**src/rtl/core/cntg_pkg.sv**
```systemverilog
// Shared constants, types and step functions for the normalisation cube map core.
// Used by every module under rtl/core; depends on nothing.
package cntg_pkg;

  localparam int FRAC_BITS = 16;
  localparam int FACE_W    = 3;
  localparam int TEX_W     = 10;
  localparam int CFG_W     = 11;
  localparam int SPAN_W    = 10;
  localparam int Q_W       = 18;   // coordinate quotient, 0..2*ONE
  localparam int MAG_W     = 17;   // component magnitude, 0..ONE
  localparam int SQ_W      = 34;   // squared length, at most 3*ONE*ONE
  localparam int RAD_W     = 36;   // squared length padded to whole digit pairs
  localparam int ROOT_W    = 18;
  localparam int LEN_W     = 17;
  localparam int RQ_W      = 18;
  localparam int PROD_W    = 34;
  localparam int M_W       = 18;
  localparam int ENC_W     = 28;
  localparam int BYTE_W    = 8;

  localparam int STEPS_PER_STAGE = 3;
  localparam int DIV_STAGES      = 6;   // 18 quotient / root bits at 3 per stage

  localparam logic [MAG_W-1:0]  FX_ONE    = 17'h10000;
  localparam logic [Q_W-1:0]    Q_ONE     = 18'h10000;
  localparam logic [LEN_W-1:0]  RCP_SEED  = 17'd16384;  // 2^32 >> 18
  localparam logic [CFG_W-1:0]  MIN_SIZE  = 11'd2;
  localparam logic [CFG_W-1:0]  MAX_SIZE  = 11'd1024;
  localparam logic [SPAN_W-1:0] SPAN_RST  = 10'd255;
  localparam logic [BYTE_W-1:0] BYTE_MID  = 8'd127;
  localparam logic [BYTE_W-1:0] BYTE_MAX  = 8'd255;

  localparam logic [FACE_W-1:0] FACE_POS_X = 3'd0;
  localparam logic [FACE_W-1:0] FACE_NEG_X = 3'd1;
  localparam logic [FACE_W-1:0] FACE_POS_Y = 3'd2;
  localparam logic [FACE_W-1:0] FACE_NEG_Y = 3'd3;
  localparam logic [FACE_W-1:0] FACE_POS_Z = 3'd4;
  localparam logic [FACE_W-1:0] FACE_NEG_Z = 3'd5;

  typedef struct packed {
    logic                   bad;
    logic [2:0]             neg;
    logic [2:0][MAG_W-1:0]  mag;
  } vec_t;

  typedef struct packed {
    logic [SPAN_W-1:0] rem;
    logic [Q_W-1:0]    q;
  } cdiv_t;

  typedef struct packed {
    logic [ROOT_W+1:0] rem;
    logic [ROOT_W-1:0] root;
    logic [RAD_W-1:0]  x;
  } sqrt_t;

  typedef struct packed {
    logic [LEN_W-1:0] rem;
    logic [RQ_W-1:0]  q;
  } rcp_t;

  // restoring division, three quotient bits
  function automatic cdiv_t cdiv_step(cdiv_t st, logic first_bit, logic [SPAN_W-1:0] d);
    cdiv_t         r;
    logic [SPAN_W:0] t;
    logic          b;
    r = st;
    for (int j = 0; j < STEPS_PER_STAGE; j++) begin
      b = (j == 0) ? first_bit : 1'b0;
      t = {r.rem, b};
      if (t >= {1'b0, d}) begin
        t   = t - {1'b0, d};
        r.q = {r.q[Q_W-2:0], 1'b1};
      end else begin
        r.q = {r.q[Q_W-2:0], 1'b0};
      end
      r.rem = t[SPAN_W-1:0];
    end
    return r;
  endfunction

  // digit-by-digit square root, three result bits
  function automatic sqrt_t sqrt_step(sqrt_t st);
    sqrt_t             r;
    logic [ROOT_W+3:0] t;
    logic [ROOT_W+3:0] trial;
    r = st;
    for (int j = 0; j < STEPS_PER_STAGE; j++) begin
      t     = {r.rem, r.x[RAD_W-1:RAD_W-2]};
      trial = {2'b00, r.root, 2'b01};
      if (t >= trial) begin
        t      = t - trial;
        r.root = {r.root[ROOT_W-2:0], 1'b1};
      end else begin
        r.root = {r.root[ROOT_W-2:0], 1'b0};
      end
      r.rem = t[ROOT_W+1:0];
      r.x   = {r.x[RAD_W-3:0], 2'b00};
    end
    return r;
  endfunction

  // reciprocal division, dividend bits below the seed are all zero
  function automatic rcp_t rcp_step(rcp_t st, logic [LEN_W-1:0] d);
    rcp_t           r;
    logic [LEN_W:0] t;
    r = st;
    for (int j = 0; j < STEPS_PER_STAGE; j++) begin
      t = {r.rem, 1'b0};
      if (t >= {1'b0, d}) begin
        t   = t - {1'b0, d};
        r.q = {r.q[RQ_W-2:0], 1'b1};
      end else begin
        r.q = {r.q[RQ_W-2:0], 1'b0};
      end
      r.rem = t[LEN_W-1:0];
    end
    return r;
  endfunction

endpackage

```
**src/rtl/core/cntg_coord_div.sv**
```systemverilog
// Pipelined texel-to-coordinate divider, two lanes (u and v), 3 bits per stage.
// Depends on cntg_pkg.
module cntg_coord_div (
  input  logic                            clk,
  input  logic                            rst_n,
  input  logic                            en,
  input  logic                            in_valid,
  input  logic [cntg_pkg::FACE_W-1:0]     in_face,
  input  logic [cntg_pkg::TEX_W-1:0]      in_u,
  input  logic [cntg_pkg::TEX_W-1:0]      in_v,
  input  logic [cntg_pkg::SPAN_W-1:0]     span,
  output logic                            out_valid,
  output logic [cntg_pkg::FACE_W-1:0]     out_face,
  output logic [cntg_pkg::Q_W-1:0]        out_qu,
  output logic [cntg_pkg::Q_W-1:0]        out_qv
);

  cntg_pkg::cdiv_t                     u_r   [cntg_pkg::DIV_STAGES];
  cntg_pkg::cdiv_t                     v_r   [cntg_pkg::DIV_STAGES];
  cntg_pkg::cdiv_t                     u_nxt [cntg_pkg::DIV_STAGES];
  cntg_pkg::cdiv_t                     v_nxt [cntg_pkg::DIV_STAGES];
  logic [cntg_pkg::FACE_W-1:0]         face_r[cntg_pkg::DIV_STAGES];
  logic [cntg_pkg::DIV_STAGES-1:0]     vld_r;
  cntg_pkg::cdiv_t                     seed_u, seed_v;

  // 2*c<<16 / span: the top bits leave c>>1 as remainder, c[0] enters first
  always_comb begin
    seed_u.rem = {1'b0, in_u[cntg_pkg::TEX_W-1:1]};
    seed_u.q   = '0;
    seed_v.rem = {1'b0, in_v[cntg_pkg::TEX_W-1:1]};
    seed_v.q   = '0;
    u_nxt[0] = cntg_pkg::cdiv_step(seed_u, in_u[0], span);
    v_nxt[0] = cntg_pkg::cdiv_step(seed_v, in_v[0], span);
    for (int s = 1; s < cntg_pkg::DIV_STAGES; s++) begin
      u_nxt[s] = cntg_pkg::cdiv_step(u_r[s-1], 1'b0, span);
      v_nxt[s] = cntg_pkg::cdiv_step(v_r[s-1], 1'b0, span);
    end
  end

  always_ff @(posedge clk) begin
    if (!rst_n) begin
      vld_r <= '0;
    end else if (en) begin
      vld_r <= {vld_r[cntg_pkg::DIV_STAGES-2:0], in_valid};
    end
  end

  always_ff @(posedge clk) begin
    if (en) begin
      u_r       <= u_nxt;
      v_r       <= v_nxt;
      face_r[0] <= in_face;
      for (int s = 1; s < cntg_pkg::DIV_STAGES; s++) begin
        face_r[s] <= face_r[s-1];
      end
    end
  end

  assign out_valid = vld_r[cntg_pkg::DIV_STAGES-1];
  assign out_face  = face_r[cntg_pkg::DIV_STAGES-1];
  assign out_qu    = u_r[cntg_pkg::DIV_STAGES-1].q;
  assign out_qv    = v_r[cntg_pkg::DIV_STAGES-1].q;

endmodule

```
**config.mk**
```make
export PLATFORM = sky130hd
export DESIGN_NAME = cntg_coord_div
export DESIGN_NICKNAME = d
export VERILOG_FILES = /design/src/rtl/core/cntg_pkg.sv /design/src/rtl/core/cntg_coord_div.sv
export SDC_FILE = /design/constraint.sdc
export NUM_CORES = 1
export LEC_CHECK = 0
export ABC_AREA = 0
export ABC_CLOCK_PERIOD_IN_PS = 9950
export BUFFER_PORTS_ARGS = -buffer_cell sky130_fd_sc_hd__buf_2
export CORE_MARGIN = 10
export CORE_UTILIZATION = 49
export DETAILED_ROUTE_END_ITERATION = 12
export PLACE_DENSITY = 0.63
export SETUP_SLACK_MARGIN = 0.15
export SYNTH_ARGS = -nofsm -noshare
export SYNTH_HDL_FRONTEND = slang
export SYNTH_SLANG_ARGS = --single-unit
```
**constraint.sdc**
```tcl
create_clock -name clk -period 9.95 [get_ports clk]
set_input_delay 1.99 -clock clk [delete_from_list [all_inputs] [get_ports clk]]
set_output_delay 1.99 -clock clk [all_outputs]
set_load 0.03 [all_outputs]
```
### Word-level counts from Yosys, hierarchy flattened

Memories as Yosys holds them, arrays and structs flattened.
Cells that the tools add are included.

* register bits: 232
* memories: 1
* logic and storage cells: 176
* output and inout port bits: 40
* memory bits (writable): 18

Memories
* face_r: depth 6, bits a word 3, read ports 6, clocked after memory_dff 0, wr ports 6, RTL line cntg_coord_div.sv:22 `logic [cntg_pkg::FACE_W-1:0] face_r[cntg_pkg::DIV_STAGES];`

* muxes and demuxes: 72
* order comparisons: 36
* add/sub/neg operators: 34

Operators by type and width (number)
* $ge 11x10->1: 34
* $mux 10: 34
* $sub 10x10->10: 34
* $mux 1: 38
* $ge 10x10->1: 2

### Longest topological paths before layout

* depth in word-level cells: 6
* mapped depth: 33
* gate-level depth less buffers: 30

### Least setup slack after synthesis

Ideal clock, no wire load.

* path type: input to register
* from: input port span[0] in the netlist's numbering
* to: register v_r[76] in the netlist's numbering, data pin
* required time: 9.690 ns
* path slack: 0.920 ns
* setup time: 0.260 ns
* data arrival time: 8.770 ns
* cell stages on the path: 28
* buffers on the path: 7
* cells stage by stage: buf_4 inv_2 clkbuf_1 clkbuf_1 buf_1 ha_1 and4_1 a311oi_1 and2_0 buf_2 mux2_2 ha_1 or3_1 o211ai_1 a31oi_1 a211o_1 buf_2 buf_1 and2_1 ha_1 nor2b_1 o21ai_1 a21oi_1 o31a_1 o41a_1 o41ai_2 a21boi_4 mux2_2

RTL lines
* start, declared: RTL line cntg_coord_div.sv:11 `input logic [cntg_pkg::SPAN_W-1:0] span,`
* end signal, assigned: RTL line cntg_coord_div.sv:51 `v_r <= v_nxt;`
* end, declared: RTL line cntg_coord_div.sv:19 `cntg_pkg::cdiv_t v_r [cntg_pkg::DIV_STAGES];`

==> results_dict.tcl <==
set metrics [dict create \
    fillers 4505 \
    initial_core_util_pct 49.7 \
    maxCapViolCount 0 \
    synthFlopType "edfxtp_1" \
    yosys_warnings 0 \
    worst_clock_skew_ns 0.0292 \
    synthSimpleGateAreaFrac_pct 13.9 \
    syn_nets 3063 \
    grt_usage_pct 20.4 \
    post-cts-setup-buffers 0 \
    viasPerCell 5.98 \
    area_growth_pct 8.63 \
    maxSlewViolCount 0 \
    final_common_cell "ha_1" \
    cts_tree "done" \
    hold_class "register to register" \
    drive_gt1_share_pct 15.6 \
    avgSynthCellArea_um2 9.59 \
    multi_input_area_mm2 0.0174 \
    worstMarginPinSlew_ns 1.07 \
    synth_xor_area_share_pct 7.55 \
    antenna_found_initial 0 \
    synthMuxAreaShare_pct 9.10 \
    ys_ff_latch 250 \
    outcome "complete, no violations" \
    cts_root_buf "clkbuf_16" \
    antenna_left 0 \
    cp_data_arrival_time_ns 9.17 \
    async_reset_ff_share_pct 0 \
    ys_types 88 \
    dr.pass1.iters 5 \
    cts_buffer_depth 3 \
    drc 0 \
    grt_max_degree 106 \
    synth_area_mm2 0.0256 \
    design.core.area_mm2 0.0516 \
    relSlewSlack_pct 29.0 \
    finalHoldViolCount 0 \
    final_cell_mix "ha_1, edfxtp_1, nor2_1, a21oi_1, mux2_2" \
    first_iter_violations 1464 \
    hpwl_mm 49.1 \
    yosysSeqAreaShare_pct 29.0 \
    wire_per_inst_um 19.0 \
    cts.sinks 250 \
    cp.required_ns 10.29 \
    clk_pin_slew_ns 0.06 \
    ys_top_cells_by_area "edfxtp_1, ha_1, mux2_2" \
    nNetsFinal 3148 \
    critPathCaptureType "register" \
    yosys.area.top_type "edfxtp_1" \
    grt_pass1_wl_mm 106 \
    num_vias 20700 \
    io_pins 77 \
    overflow 0 \
    rows 83 \
    path_class "input port to register" \
    cts-htree-levels 1 \
    rsz0062_at_grt "no" \
    grt_pass1_vias 20400 \
    dieArea_mm2 0.0619 \
    cpPeakStageDelay_ns 0.83 \
    synth_top_family_by_area "compound AO/OA/AOI/OAI gates" \
    clock_latency_ns 0.61 \
    portBuffers 76 \
    min_period_over_period_pct 88.7 \
    gp_congestion 0.892 \
    wl_mm 65.9 \
    setup_viol 0 \
    slowest_stage "a2bb2oi_1" \
    numCtsBuffers 31 \
    period_needed_ns 8.83 \
    die_w_um 249 \
    n_antenna_cell 0 \
    die_h_um 249 \
    synth_top_cell_area_share_pct 28.6 \
    syn-instance-count 2674 \
    synth_edf_count 244 \
    seq_area_mm2 0.00745 \
    crit_path_start_kind "input port" \
    hold_buffers 0 \
    clock.fmax_mhz 113 \
    ctsResizeCount 0 \
    yosys.area_share.adder_pct 17.6 \
    synth_compound_area_share_pct 19.5 \
    final.setup.tns_ns 0 \
    crit_fanout 18 \
]
==> registers in the layout (all words and copies together), names as in the netlist <==
register  cells
v_r          95
vld_r         6
u_r          95
out_qu       18
out_qv       18
face_r       18
==> synthesized netlist by cell type (all sizes together) (16+ instances only) <==
cell type / number
a211oi: 32
a21o: 111
a21oi: 196
a31oi: 24
and2: 18
buf: 66
clkbuf: 16
edfxtp: 244
ha: 338
inv: 97
mux2: 186
mux2i: 23
nand2: 128
nand2b: 51
nand3: 27
nand4: 45
nor2: 203
nor2b: 74
nor3: 74
o21a: 62
o21ai: 185
o31ai: 18
or2: 23
xnor2: 142
xor2: 79
==> metrics by stage <==
| step | util [%] | instances | instance area, um^2 | hold slack [ns] | setup slack [ns] |
|---|---|---|---|---|---|
| after floorplan | - | 2674 | 25600 | 0.400 | 0.920 |
| after global placement | 52.1 | 3406 | 26900 | 0.401 | 0.680 |
| after detailed placement | 52.1 | 3406 | 26900 | 0.405 | 0.547 |
| after CTS | 54.0 | 3462 | 27900 | 0.416 | 1.15 |
| after global routing | 54.0 | 3462 | 27900 | 0.418 | 0.663 |
| final | 54.0 | 3462 | 27900 | 0.414 | 1.12 |
==> critical path, delay by kind of cell <==
kind,cells,cell delay [ns]
AO/OA/AOI/OAI,12,3.12
AND/OR/NAND/NOR,5,1.15
adder cells (fa/ha/maj),3,0.95
multiplexers,3,1.27
buffers and inverters,3,0.66
==> cell families (layout without fill, tap and decap cells) <==
logic type      count (synthesis)  after routing
compound gates                757            757
simple gates                  706            706
fa+ha+maj                     352            352
flops                         250            250
xor+xnor                      221            221
mux                           209            209
buf+inv                       179            287
==> final cells by class <==
class / instances / area share [%]
Multi-Input combinational cell: 2245 / 62.3
Sequential cell: 250 / 26.7
Timing Repair Buffer: 134 / 3.11
Tap cell: 680 / 3.05
Clock buffer: 34 / 2.83
Inverter: 97 / 1.31
Clock inverter: 22 / 0.674
==> layer usage <==
layer  global-route usage (%)  part of all wire (%)
met1                     27.2                    47
met2                     34.4                    47
met3                     2.06                   4.3
met4                     5.97                   2.4
met5                        0                     0
==> worst paths after layout <==
kind	endpoint	slack, ns	depth (start not counted)	startpoint
max	u_r[77]$_DFFE_PP_	1.12	26	span[1]
min	u_r[67]$_DFFE_PP_	0.41	0	u_r[92]$_DFFE_PP_
max reg2reg	u_r[77]$_DFFE_PP_	2.63	24	u_r[102]$_SDFFCE_PN0P_
min reg2reg	u_r[67]$_DFFE_PP_	0.41	0	u_r[92]$_DFFE_PP_
Power is not shown: default switching activity piles up to over one toggle a cycle in this logic, so the estimate is an artifact.
