## config.mk

```make
export PLATFORM = sky130hd
export DESIGN_NAME = cntg_recip
export DESIGN_NICKNAME = d
export VERILOG_FILES = /design/src/rtl/core/cntg_pkg.sv /design/src/rtl/core/cntg_recip.sv
export SDC_FILE = /design/constraint.sdc
export NUM_CORES = 1
export LEC_CHECK = 0
export ABC_AREA = 1
export CELL_PAD_IN_SITES_DETAIL_PLACEMENT = 0
export CELL_PAD_IN_SITES_GLOBAL_PLACEMENT = 1
export CORE_ASPECT_RATIO = 0.5
export CORE_UTILIZATION = 38
export DETAILED_ROUTE_END_ITERATION = 12
export DONT_BUFFER_PORTS = 1
export PLACE_DENSITY_LB_ADDON = 0.1
export SETUP_SLACK_MARGIN = 0.15
export SLEW_MARGIN = 0
export SYNTH_ARGS = -nofsm -noshare
export SYNTH_HDL_FRONTEND = slang
export SYNTH_SLANG_ARGS = --single-unit
```

## constraint.sdc

```tcl
create_clock -name clk -period 6.5 [get_ports clk]
set_input_delay 1.3 -clock clk [delete_from_list [all_inputs] [get_ports clk]]
set_output_delay 1.3 -clock clk [all_outputs]
set_load 0.01 [all_outputs]
```

## src/rtl/core/cntg_pkg.sv

```systemverilog
// Shared constants, types and step functions for the normalisation cube map core.
// Used by every module under rtl/core; depends on nothing.
package cntg_pkg;

  localparam int FRAC_BITS = 16;
  localparam int FACE_W    = 3;
  localparam int TEX_W     = 10;
  localparam int CFG_W     = 11;
  localparam int SPAN_W    = 10;
  localparam int Q_W       = 18;   // coordinate quotient, 0..2*ONE
  localparam int MAG_W     = 17;   // component magnitude, 0..ONE
  localparam int SQ_W      = 34;   // squared length, at most 3*ONE*ONE
  localparam int RAD_W     = 36;   // squared length padded to whole digit pairs
  localparam int ROOT_W    = 18;
  localparam int LEN_W     = 17;
  localparam int RQ_W      = 18;
  localparam int PROD_W    = 34;
  localparam int M_W       = 18;
  localparam int ENC_W     = 28;
  localparam int BYTE_W    = 8;

  localparam int STEPS_PER_STAGE = 3;
  localparam int DIV_STAGES      = 6;   // 18 quotient / root bits at 3 per stage

  localparam logic [MAG_W-1:0]  FX_ONE    = 17'h10000;
  localparam logic [Q_W-1:0]    Q_ONE     = 18'h10000;
  localparam logic [LEN_W-1:0]  RCP_SEED  = 17'd16384;  // 2^32 >> 18
  localparam logic [CFG_W-1:0]  MIN_SIZE  = 11'd2;
  localparam logic [CFG_W-1:0]  MAX_SIZE  = 11'd1024;
  localparam logic [SPAN_W-1:0] SPAN_RST  = 10'd255;
  localparam logic [BYTE_W-1:0] BYTE_MID  = 8'd127;
  localparam logic [BYTE_W-1:0] BYTE_MAX  = 8'd255;

  localparam logic [FACE_W-1:0] FACE_POS_X = 3'd0;
  localparam logic [FACE_W-1:0] FACE_NEG_X = 3'd1;
  localparam logic [FACE_W-1:0] FACE_POS_Y = 3'd2;
  localparam logic [FACE_W-1:0] FACE_NEG_Y = 3'd3;
  localparam logic [FACE_W-1:0] FACE_POS_Z = 3'd4;
  localparam logic [FACE_W-1:0] FACE_NEG_Z = 3'd5;

  typedef struct packed {
    logic                   bad;
    logic [2:0]             neg;
    logic [2:0][MAG_W-1:0]  mag;
  } vec_t;

  typedef struct packed {
    logic [SPAN_W-1:0] rem;
    logic [Q_W-1:0]    q;
  } cdiv_t;

  typedef struct packed {
    logic [ROOT_W+1:0] rem;
    logic [ROOT_W-1:0] root;
    logic [RAD_W-1:0]  x;
  } sqrt_t;

  typedef struct packed {
    logic [LEN_W-1:0] rem;
    logic [RQ_W-1:0]  q;
  } rcp_t;

  // restoring division, three quotient bits
  function automatic cdiv_t cdiv_step(cdiv_t st, logic first_bit, logic [SPAN_W-1:0] d);
    cdiv_t         r;
    logic [SPAN_W:0] t;
    logic          b;
    r = st;
    for (int j = 0; j < STEPS_PER_STAGE; j++) begin
      b = (j == 0) ? first_bit : 1'b0;
      t = {r.rem, b};
      if (t >= {1'b0, d}) begin
        t   = t - {1'b0, d};
        r.q = {r.q[Q_W-2:0], 1'b1};
      end else begin
        r.q = {r.q[Q_W-2:0], 1'b0};
      end
      r.rem = t[SPAN_W-1:0];
    end
    return r;
  endfunction

  // digit-by-digit square root, three result bits
  function automatic sqrt_t sqrt_step(sqrt_t st);
    sqrt_t             r;
    logic [ROOT_W+3:0] t;
    logic [ROOT_W+3:0] trial;
    r = st;
    for (int j = 0; j < STEPS_PER_STAGE; j++) begin
      t     = {r.rem, r.x[RAD_W-1:RAD_W-2]};
      trial = {2'b00, r.root, 2'b01};
      if (t >= trial) begin
        t      = t - trial;
        r.root = {r.root[ROOT_W-2:0], 1'b1};
      end else begin
        r.root = {r.root[ROOT_W-2:0], 1'b0};
      end
      r.rem = t[ROOT_W+1:0];
      r.x   = {r.x[RAD_W-3:0], 2'b00};
    end
    return r;
  endfunction

  // reciprocal division, dividend bits below the seed are all zero
  function automatic rcp_t rcp_step(rcp_t st, logic [LEN_W-1:0] d);
    rcp_t           r;
    logic [LEN_W:0] t;
    r = st;
    for (int j = 0; j < STEPS_PER_STAGE; j++) begin
      t = {r.rem, 1'b0};
      if (t >= {1'b0, d}) begin
        t   = t - {1'b0, d};
        r.q = {r.q[RQ_W-2:0], 1'b1};
      end else begin
        r.q = {r.q[RQ_W-2:0], 1'b0};
      end
      r.rem = t[LEN_W-1:0];
    end
    return r;
  endfunction

endpackage

```

## src/rtl/core/cntg_recip.sv

```systemverilog
// Pipelined reciprocal ONE*ONE/len, 3 quotient bits per stage.
// Depends on cntg_pkg.
module cntg_recip (
  input  logic                         clk,
  input  logic                         rst_n,
  input  logic                         en,
  input  logic                         in_valid,
  input  logic [cntg_pkg::LEN_W-1:0]   in_len,
  input  cntg_pkg::vec_t               in_side,
  output logic                         out_valid,
  output logic [cntg_pkg::MAG_W-1:0]   out_rsq,
  output cntg_pkg::vec_t               out_side
);

  cntg_pkg::rcp_t                    st_r  [cntg_pkg::DIV_STAGES];
  cntg_pkg::rcp_t                    st_nxt[cntg_pkg::DIV_STAGES];
  logic [cntg_pkg::LEN_W-1:0]        len_r [cntg_pkg::DIV_STAGES];
  cntg_pkg::vec_t                    side_r[cntg_pkg::DIV_STAGES];
  logic [cntg_pkg::DIV_STAGES-1:0]   vld_r;
  cntg_pkg::rcp_t                    seed;

  always_comb begin
    seed.rem  = cntg_pkg::RCP_SEED;
    seed.q    = '0;
    st_nxt[0] = cntg_pkg::rcp_step(seed, in_len);
    for (int s = 1; s < cntg_pkg::DIV_STAGES; s++) begin
      st_nxt[s] = cntg_pkg::rcp_step(st_r[s-1], len_r[s-1]);
    end
  end

  always_ff @(posedge clk) begin
    if (!rst_n) begin
      vld_r <= '0;
    end else if (en) begin
      vld_r <= {vld_r[cntg_pkg::DIV_STAGES-2:0], in_valid};
    end
  end

  always_ff @(posedge clk) begin
    if (en) begin
      st_r      <= st_nxt;
      len_r[0]  <= in_len;
      side_r[0] <= in_side;
      for (int s = 1; s < cntg_pkg::DIV_STAGES; s++) begin
        len_r[s]  <= len_r[s-1];
        side_r[s] <= side_r[s-1];
      end
    end
  end

  assign out_valid = vld_r[cntg_pkg::DIV_STAGES-1];
  assign out_rsq   = st_r[cntg_pkg::DIV_STAGES-1].q[cntg_pkg::MAG_W-1:0];
  assign out_side  = side_r[cntg_pkg::DIV_STAGES-1];

endmodule

```

# Word level (Yosys, flattened, before mapping)
# Memory sizes are Yosys's and may differ from the RTL's.
# Index checks and enable logic that the tools add are counted.
# Widths: inputs -> output; s select.
[op_classes] reduce_logical=0 n_lt_le_gt_ge=18 n_bitwise=0 n_mux=36 n_eq_ne=0 n_mul=0 n_shift=0 add_sub_neg=17 div_mod_pow=0
[ops] cell="$ge 18x17->1" n=17
[ops] cell="$mux 17" n=17
[ops] cell="$sub 17x17->17" n=16
[ops] cell="$mux 1" n=19
[ops] cell="$ge 16x17->1 const A" n=1
[ops] cell="$sub 16x17->17 const A" n=1
[totals] memories=2 reg_bits=148 output_inout_bits=73 inputBits=76 mem_bits_rw=432 latchBits=0 mem_bits_ro=0 word_cells=90
[memory_table] name="side_r" depth=6 word_bits=55 rd=6 rd_clocked_by_memory_dff=0 wr=6 line_no="cntg_recip.sv:18" text="cntg_pkg::vec_t side_r[cntg_pkg::DIV_STAGES];"
[memory_table] name="len_r" depth=6 word_bits=17 rd=5 rd_clocked_by_memory_dff=0 wr=6 line_no="cntg_recip.sv:17" text="logic [cntg_pkg::LEN_W-1:0] len_r [cntg_pkg::DIV_STAGES];"

# Depth between registers and ports, before layout
# Gate-level depths: netlist of the first run.
# An unclocked memory read counts as a cell.
[depth] depth_word=7 ltp_mapped=47 ltp_nobuf=44

# Least setup slack after synthesis of the first run
# Ideal clock, no wire load.
[synth_path] kind="input-to-reg" startpoint="input in_len[0] (netlist bit)" endpoint="register st_r[202] (netlist bit), data pin" stages=39 setup_time_ps=252 setup_slack_ps=446 t_arrival_ps=5802 path_buffers=3 path_cell_list="buf_6 clkinv_2 ha_1 nand2_1 nor3_2 nand2_1 nor2_2 nand4_1 nand3_1 nand2_2 nor3_1 ha_1 a21oi_1 o21ai_0 nand2_1 nand3_1 nand2_1 nand3_1 [... 3 more ...] nand2_1 o21ai_0 ha_1 nand2_1 or2_1 nand2_1 nand2_1 nand2_1 nand2_1 nand2_1 inv_1 o211ai_1 a21oi_1 nand3_2 inv_2 buf_4 nand2_1 nand2_1"
[synth_rtl] item="start: declaration" line_no="cntg_recip.sv:8" text="input logic [cntg_pkg::LEN_W-1:0] in_len,"
[synth_rtl] item="end signal: assignment" line_no="cntg_recip.sv:41" text="st_r <= st_nxt;"
[synth_rtl] item="end: declaration" line_no="cntg_recip.sv:15" text="cntg_pkg::rcp_t st_r [cntg_pkg::DIV_STAGES];"

==> results of run 1 <==
==> cells in the final DEF, fill, tap and decap left out, types with 30 or more instances in the layout <==
cell,synthesis,final
nand2_1,889,888
edfxtp_1,557,557
inv_1,373,368
ha_1,278,274
a21oi_1,266,252
nor2_1,195,194
buf_4,25,165
o21ai_0,185,152
xor2_1,133,133
nand3_1,130,130
xnor2_1,95,95
o21ai_1,39,63
clkbuf_16,0,53
nor3_1,41,37
nand2_2,31,32
nand4_1,31,31
a21o_1,30,30
==> logic make-up (layout without fill, tap and decap cells) <==
family,count (synthesis),in the layout,share of synthesized area
compound gates,635,635,0.105
buf+inv,457,666,0.0582
flops,563,563,0.496
xor+xnor,228,228,0.0588
fa+ha+maj,283,283,0.105
simple gates,1386,1391,0.176
==> state kept, by name, indices dropped and copies added (netlist names) <==
| register | flops |
|---|---|
| len_r | 85 |
| out_rsq | 17 |
| side_r | 330 |
| st_r | 125 |
| vld_r | 6 |
==> per-layer routing <==
layer | vias up | track usage | routed length, µm
li1 | 12529 | - | -
met1 | 11018 | 0.219 | 36000
met2 | 267 | 0.320 | 40400
met3 | 113 | 0.0228 | 2180
met4 | 0 | 0.0481 | 1840
met5 | - | 0 | 0
==> worst min path at each step <==
stage	end	start	cells past startpoint	slack [ns]
2_1_floorplan	out_rsq[10]	st_r[42]	0	0.40
3_3_place_gp	side_r[1][10]	side_r[0][10]	0	0.40
3_5_place_dp	side_r[1][37]	side_r[0][37]	0	0.40
4_1_cts	side_r[1][13]	side_r[0][13]	0	0.41
5_1_grt	side_r[4][5]	side_r[3][5]	0	0.41
6_report	side_r[4][5]	side_r[3][5]	0	0.41
==> through the flow <==
stage	setup TNS, ns	instances
after floorplan	0	3552
after global placement	0	4816
after detailed placement	-1.44	4816
after CTS	0	4913
after global routing	0	4951
final	0	4951
==> worst reg2reg max path: cells and delay by family (launching register included) <==
| kind | cells | cell delay (ns) |
|---|---|---|
| compound gates | 4 | 0.45 |
| xor+xnor | 2 | 0.25 |
| fa+ha+maj | 3 | 1.17 |
| buf+inv | 4 | 0.54 |
| flops | 1 | 0.41 |
| simple gates | 21 | 2.90 |
==> layout make-up <==
| type | instances | share of cell area |
|---|---|---|
| clock buffer | 60 | 0.0352 |
| clock inverter | 37 | 0.00905 |
| inverter | 391 | 0.0385 |
| multi-input combinational | 2537 | 0.402 |
| sequential | 563 | 0.438 |
| tap | 1185 | 0.0386 |
| timing repair buffer | 178 | 0.0388 |
==> timing repair <==
action	in CTS	in global routing
setup endpoints to repair	0	91
resized for setup	0	104
setup buffers	0	33
hold buffers	0	0
==> impl_metrics.csv, run 1 <==
group,metric,value,unit
setup_path,crit_path_end_kind,"flop",
logic_synthesis,netlist_area,34000,µm²
layout,final_cell_area,38400,µm²
layout,fin_util,0.435,
die,die_y,213,µm
die,core_area,88400,µm²
global_routing,grt_overflow_total,0,
layout,n_antenna_cell,0,
setup_path,path_class,"reg2reg",
clocking,htree_levels,2,
logic_synthesis,ys_types,59,
logic_synthesis,ys_warn_count,0,
logic_synthesis,ys_seq_area_frac,0.496,
placement,pre_cts_ws,-0.113,ns
global_routing,grt_pass1_vias,24025,
worst_hold_path,hp-class,"reg2reg",
layout,n_fill_cell,8587,
logic_synthesis,synth_edf_count,557,
layout,syn_to_final_growth,13.2,%
setup_path,cp-start-kind,"flop",
setup_path,cp_top_family,"simple AND/OR/NAND/NOR gates",
logic_synthesis,ys_top_cells_by_count,"889 x nand2_1, 557 x edfxtp_1, 373 x inv_1, 278 x ha_1, 266 x a21oi_1",
logic_synthesis,synthTopCellsByArea,"edfxtp_1 49%, ha_1 10%, nand2_1 9.8%",
run_status,status,"finished with violations",
setup_path,slowest_delay,0.41,ns
timing,whs,0.411,ns
clocking,clkLatencyLatePin,0.62,ns
detailed_routing,wl,80400,µm
placement,dp_hpwl,62100,µm
run_status,violations,"max-slew violations",
setup_path,worstPathMaxFanout,11,
clocking,cts_root_buf,"clkbuf_16",
die,die_w,425,µm
placement,io_buffers,0,
clocking,cts_sinks,563,
die,initial_utilization,0.384,
timing,finalSetupViolCount,0,
detailed_routing,drt_iter0_markers,1351,
setup_path,critPathRequiredTime,6.87,ns
global_routing,grt_pass1_wl,127000,µm
logic_synthesis,syn_area_per_cell,9.56,µm²
global_routing,antenna_found_initial,2,
timing,worstMarginPinSlew,3.45,ns
timing,drv_slew,509,
setup_path,crit_cells,34,
setup_path,regToRegSetupSlack,0.55,ns
setup_path,cp_slowest_cell,"edfxtp_1",
timing,finalCriticalPeriod,5.95,ns
layout,drive_above_1_share,0.115,
timing,slew_headroom,-1.30,
setup_path,reg2reg_depth,34,
logic_synthesis,synth_top_area_share,0.492,
setup_path,worstSetupEndpoint,"st_r[138]",
logic_synthesis,netlist_instances,3552,
run,drv_cap,0,
die,die_area,90700,µm²
logic_synthesis,synth.most_common_cell,"nand2_1",
setup_path,worstPathArrival,6.32,ns
global_routing,grt_usage,0.176,
setup_path,path_common_cell,"nand2_1",
timing,post-route-period-util,0.916,
detailed_routing,via_per_inst,4.83,
placement,postPlaceCellArea,36100,µm²
timing,fin_worst_skew,0.0294,ns
logic_synthesis,synth_ff_type,"edfxtp_1",
detailed_routing,drtPass1Iterations,7,
timing,setup_slack,0.549,ns
global_routing,grt_max_degree,565,
logic_synthesis,synth.net_count,3911,
clocking,cts.clk_slew.worst_paths,0.07,ns
logic_synthesis,synth_seq_cells,563,
detailed_routing,vias,23927,
setup_path,reg2reg_from,"len_r[1][7]",
timing,timing.fmax,168,MHz
detailed_routing,post_drt_wl_per_cell,16.2,µm
clocking,cts_tree,"done",
timing,rsz0062_at_grt,"no",
logic_synthesis,ys_async_sr_fraction,0,
detailed_routing,remaining_drc_errors,0,
die,pin_count,149,
layout,multi_input_area,15400,µm²
placement,gp_congestion,0.918,
setup_path,crit_path_start,"len_r[1][7]",
layout,nets,4083,
clocking,cts_made_buffers,53,
timing,hold_viol,0,
die,rows,77,
layout,register_area,16800,µm²
setup_path,path_buf_inv,4,
detailed_routing,antenna_left,0,
clocking,cts_buffer_depth,3,
logic_synthesis,synth_top_cell_by_area,"edfxtp_1",
setup_path,reg2reg_to,"st_r[138]",
Power of run 1 is not shown: default switching activity piles up to over one toggle a cycle in this logic, so the estimate is an artifact.
==> inputs of run 2 (changes only) <==
==> constraint.sdc (replaced) <==
create_clock -name clk -period 6.5 [get_ports clk]
set_input_delay 1.625 -clock clk [delete_from_list [all_inputs] [get_ports clk]]
set_output_delay 1.625 -clock clk [all_outputs]
set_load 0.01 [all_outputs]
==> run 2 against run 1 <==
- the flow still finishes with violations (max-slew violations)
- via count grew 1.4%
- wire length fell by 0.26%
- sequential share of layout area decreased by 0.87 points
- cell area rose by 2.0%
- die area unchanged
- core utilization is 0.88 points higher
- critical endpoint is now st_r[158]
- largest cell class unchanged
==> impl_metrics.csv, run 2 (synthesis results as in run 1) <==
group,metric,value,unit
layout,n_antenna_cell,0,
die,die_w,425,µm
layout,top_register,"side_r",
global_routing,antenna_found_initial,0,
timing,hold_viol,0,
run_status,status,"finished with violations",
layout,syn_to_final_growth,15.5,%
timing,post-route-period-util,0.910,
layout,largest_reg_flops,330,
setup_path,cp-start-kind,"flop",
setup_path,critPathRequiredTime,6.88,ns
timing,rsz0062_at_grt,"no",
timing,finalCriticalPeriod,5.92,ns
layout,final_common_cell,"nand2_1",
global_routing,grt_usage,0.173,
layout,n_fill_cell,8593,
placement,io_buffers,0,
setup_path,path_common_cell,"nand2_1",
detailed_routing,drt_iter0_markers,1242,
detailed_routing,antenna_left,0,
layout,final_cell_mix,"887 x nand2_1, 557 x edfxtp_1, 366 x inv_1",
die,die_area,90700,µm²
clocking,cts_buffer_depth,3,
detailed_routing,wl,80200,µm
setup_path,crit_path_end_kind,"flop",
placement,pre_cts_ws,-0.203,ns
clocking,cts_root_buf,"clkbuf_16",
placement,gp_congestion,0.920,
timing,drv_slew,490,
run,drv_cap,0,
layout,drive_above_1_share,0.139,
detailed_routing,drtPass1Iterations,5,
timing,timing.fmax,169,MHz
layout,nets,4169,
timing,slew_headroom,-1.30,
timing,worstMarginPinSlew,3.44,ns
clocking,cts_sinks,563,
clocking,htree_levels,2,
detailed_routing,remaining_drc_errors,0,
setup_path,worstPathArrival,6.29,ns
clocking,clkLatencyLatePin,0.63,ns
setup_path,slowest_delay,0.49,ns
worst_hold_path,hp-class,"reg2reg",
clocking,cts_made_buffers,52,
setup_path,cp_slowest_cell,"edfxtp_1",
global_routing,grt_overflow_total,0,
global_routing,grt_pass1_vias,24036,
die,pin_count,149,
timing,setup_slack,0.584,ns
placement,dp_hpwl,62300,µm
clocking,cts_tree,"done",
run_status,violations,"max-slew violations",
die,rows,77,
detailed_routing,via_per_inst,4.82,
timing,fin_worst_skew,0.0240,ns
timing,finalSetupViolCount,0,
setup_path,worstPathMaxFanout,18,
clocking,cts.clk_slew.worst_paths,0.07,ns
die,core_area,88400,µm²
die,initial_utilization,0.384,
global_routing,grt_pass1_wl,125000,µm
detailed_routing,post_drt_wl_per_cell,15.9,µm
layout,largest_registers,"side_r: 330 flops, st_r: 125 flops, len_r: 85 flops",
detailed_routing,vias,24256,
setup_path,path_class,"reg2reg",
die,die_y,213,µm
global_routing,grt_max_degree,565,
[run 2: final timing paths]
path | start | to | slack, ns | depth (start not counted)
worst min register to register | side_r[3][31] | side_r[4][31] | 0.41 | 0
worst max-delay path | len_r[0][9] | st_r[158] | 0.58 | 34
worst max register to register | len_r[0][9] | st_r[158] | 0.58 | 34
worst min-delay path | side_r[3][31] | side_r[4][31] | 0.41 | 0
[run 2: worst max-delay path: cells and delay by family (launching register included)]
kind	cells	cell delay (ns)
AND/OR/NAND/NOR	15	1.51
buffers and inverters	4	0.71
AO/OA/AOI/OAI	12	1.91
flip-flops	1	0.49
adder cells (fa/ha/maj)	3	0.98
[run 2: stage by stage]
stage	area [µm²]	util	TNS (ns)	hold WS (ns)	cells
floorplan	34000	-	0	0.400	3552
global placement	36800	0.416	-1.58	0.400	4899
detailed placement	36800	0.416	-3.05	0.405	4899
CTS	38600	0.436	0	0.414	4995
global route	39200	0.443	0	0.416	5037
finish	39200	0.443	0	0.413	5037
[run 2: repair_timing]
action | 4_1_cts | 5_1_grt
buffers inserted | 0 | 37
hold buffers | 0 | 0
endpoints found under the setup margin | 0 | 90
resized for setup | 0 | 119
[run 2: layer usage]
layer / routed length, µm / global-route usage
met5: 0 / 0
met4: 2210 / 0.0479
met3: 1800 / 0.0216
met2: 40400 / 0.322
met1: 35700 / 0.212
[run 2: cell type report]
type	instances	area [µm²]	share of cell area
flip-flops and latches	563	16800	0.430
multi-input cells	2536	15500	0.394
repair buffers	266	2140	0.0546
inverters	391	1490	0.0379
well taps	1185	1480	0.0378
clock buffers	57	1320	0.0337
clock inverters	39	479	0.0122
Power of run 2 is left out for the same reason.
==> inputs of run 3 (changes only) <==
--- a/config.mk
+++ b/config.mk
@@ -9,7 +9,7 @@
 export CELL_PAD_IN_SITES_DETAIL_PLACEMENT = 0
 export CELL_PAD_IN_SITES_GLOBAL_PLACEMENT = 1
 export CORE_ASPECT_RATIO = 0.5
-export CORE_UTILIZATION = 38
+export CORE_UTILIZATION = 40
 export DETAILED_ROUTE_END_ITERATION = 12
 export DONT_BUFFER_PORTS = 1
 export PLACE_DENSITY_LB_ADDON = 0.1
==> run 3 against run 2 <==
- the flow now finishes without violations
- register-to-register slack gained 0.08 ns
- worst hold slack worse by 0.0041 ns
- wire length shrank 2.2%
- clock skew fell by 0.0027 ns
- first-iteration DRC count is 14% lower
- count of clock-buffer cells in the layout fell by 1
- sequential cell count stayed put
- core utilization up 2.2 points
==> impl_metrics.csv, run 3 (synthesis results as in run 1) <==
group,metric,value,unit
run_status,status,"finished clean",
timing,finalCriticalPeriod,5.86,ns
timing,whs,0.409,ns
timing,timing.fmax,171,MHz
layout,largest_registers,"side_r: 330 flops, st_r: 125 flops, len_r: 85 flops",
layout,syn_to_final_growth,15.2,%
placement,io_buffers,0,
clocking,cts.clk_slew.worst_paths,0.07,ns
timing,worstMarginPinSlew,1.12,ns
timing,rsz0062_at_grt,"no",
global_routing,grt_usage,0.179,
die,initial_utilization,0.404,
layout,largest_reg_flops,330,
clocking,cts_made_buffers,52,
die,rows,75,
placement,dp_hpwl,61700,µm
clocking,cts_buffer_depth,3,
detailed_routing,wl,78400,µm
clocking,hold_buffers,0,
setup_path,path_class,"in2reg",
placement,dp_cells,4846,
detailed_routing,vias,24145,
run,drv_cap,0,
timing,setup_slack,0.644,ns
global_routing,grt_max_degree,565,
timing,slew_headroom,0.255,
clocking,cts_sinks,563,
layout,top_register,"side_r",
clocking,cts_root_buf,"clkbuf_16",
worst_hold_path,hp-class,"reg2reg",
detailed_routing,via_per_inst,4.86,
die,core_area,84000,µm²
detailed_routing,post_drt_wl_per_cell,15.8,µm
setup_path,cp_slowest_cell,"ha_1",
setup_path,crit_path_end_kind,"flop",
clocking,cts_tree,"done",
detailed_routing,met2_length,40000,µm
global_routing,grt_pass1_vias,24152,
detailed_routing,remaining_drc_errors,0,
detailed_routing,routed.top_layer,"met4",
setup_path,critPathRequiredTime,6.86,ns
global_routing,antenna_found_initial,0,
setup_path,worstPathArrival,6.22,ns
layout,final_cell_mix,"887 x nand2_1, 557 x edfxtp_1, 368 x inv_1",
layout,fin_util,0.466,
layout,fin_cells,4967,
setup_path,slowest_delay,0.34,ns
die,die_y,208,µm
layout,final_common_cell,"nand2_1",
layout,drive_above_1_share,0.133,
timing,fin_worst_skew,0.0213,ns
detailed_routing,drtPass1Iterations,5,
timing,post-route-period-util,0.901,
global_routing,grt_pass1_wl,124000,µm
detailed_routing,met1_length,34600,µm
setup_path,regToRegSetupSlack,0.66,ns
detailed_routing,antenna_left,0,
die,die_w,414,µm
timing,hold_viol,0,
placement,gp_congestion,0.890,
timing,drv_slew,0,
setup_path,worstPathMaxFanout,11,
setup_path,path_common_cell,"nand2_1",
die,pin_count,149,
die,die_area,86200,µm²
timing,finalSetupViolCount,0,
clocking,htree_levels,2,
clocking,clkLatencyLatePin,0.62,ns
detailed_routing,drt_iter0_markers,1066,
layout,n_antenna_cell,0,
global_routing,grt_overflow_total,0,
placement,pre_cts_ws,-0.286,ns
layout,nets,4169,
setup_path,cp-start-kind,"input port",
detailed_routing,met3WireLength,1940,µm
## run 3: changes by cell type in the layout (fill, tap and decap cells not counted), moves of 4 or more
| cell | previous run | this run |
|---|---|---|
| ha_1 | 271 | 275 |
| clkinvlp_4 | 4 | 9 |
| clkinv_2 | 11 | 6 |
| nor3_1 | 36 | 40 |
| nor3_2 | 7 | 3 |
| inv_6 | 6 | 0 |
| o21ai_1 | 69 | 65 |
| clkinv_1 | 6 | 11 |
## run 3: timing repair
item,in CTS,in global routing
gates resized for setup,0,94
endpoints found under the setup margin,0,90
setup buffers,0,22
## run 3: final cells by class
cell class	count	area, µm²
multi-input cells	2534	15400
well taps	1116	1400
clock buffers	56	1320
repair buffers	268	2180
clock inverters	39	523
inverters	391	1490
fillers	8003	44900
flip-flops and latches	563	16800
## run 3: worst max-delay path, delay by kind of cell
kind,cells,cell delay (ns)
compound gates,7,1.00
buf+inv,4,0.50
fa+ha+maj,3,0.76
simple gates,21,2.32
## run 3: final timing paths
check / endpoint / from / cells past startpoint
worst max-delay path: st_r[194] / in_len[1] / 35
worst max register to register: st_r[95] / len_r[2][1] / 42
worst min-delay path: side_r[4][28] / side_r[3][28] / 0
worst min register to register: side_r[4][28] / side_r[3][28] / 0
## run 3: layer usage
metal  vias to the layer above  track usage
li1                      12697            -
met1                     11118        0.218
met2                       217        0.334
met3                       113       0.0232
met4                         0       0.0438
met5                         -            0
## run 3: metrics by stage
stage / cell area [µm²] / setup TNS, ns
after global placement: 36800 / -1.62
after detailed placement: 36800 / -4.30
after floorplan: 34000 / 0
after global routing: 39100 / 0
after CTS: 38600 / 0
final: 39100 / 0
Power of run 3 is left out for the same reason.
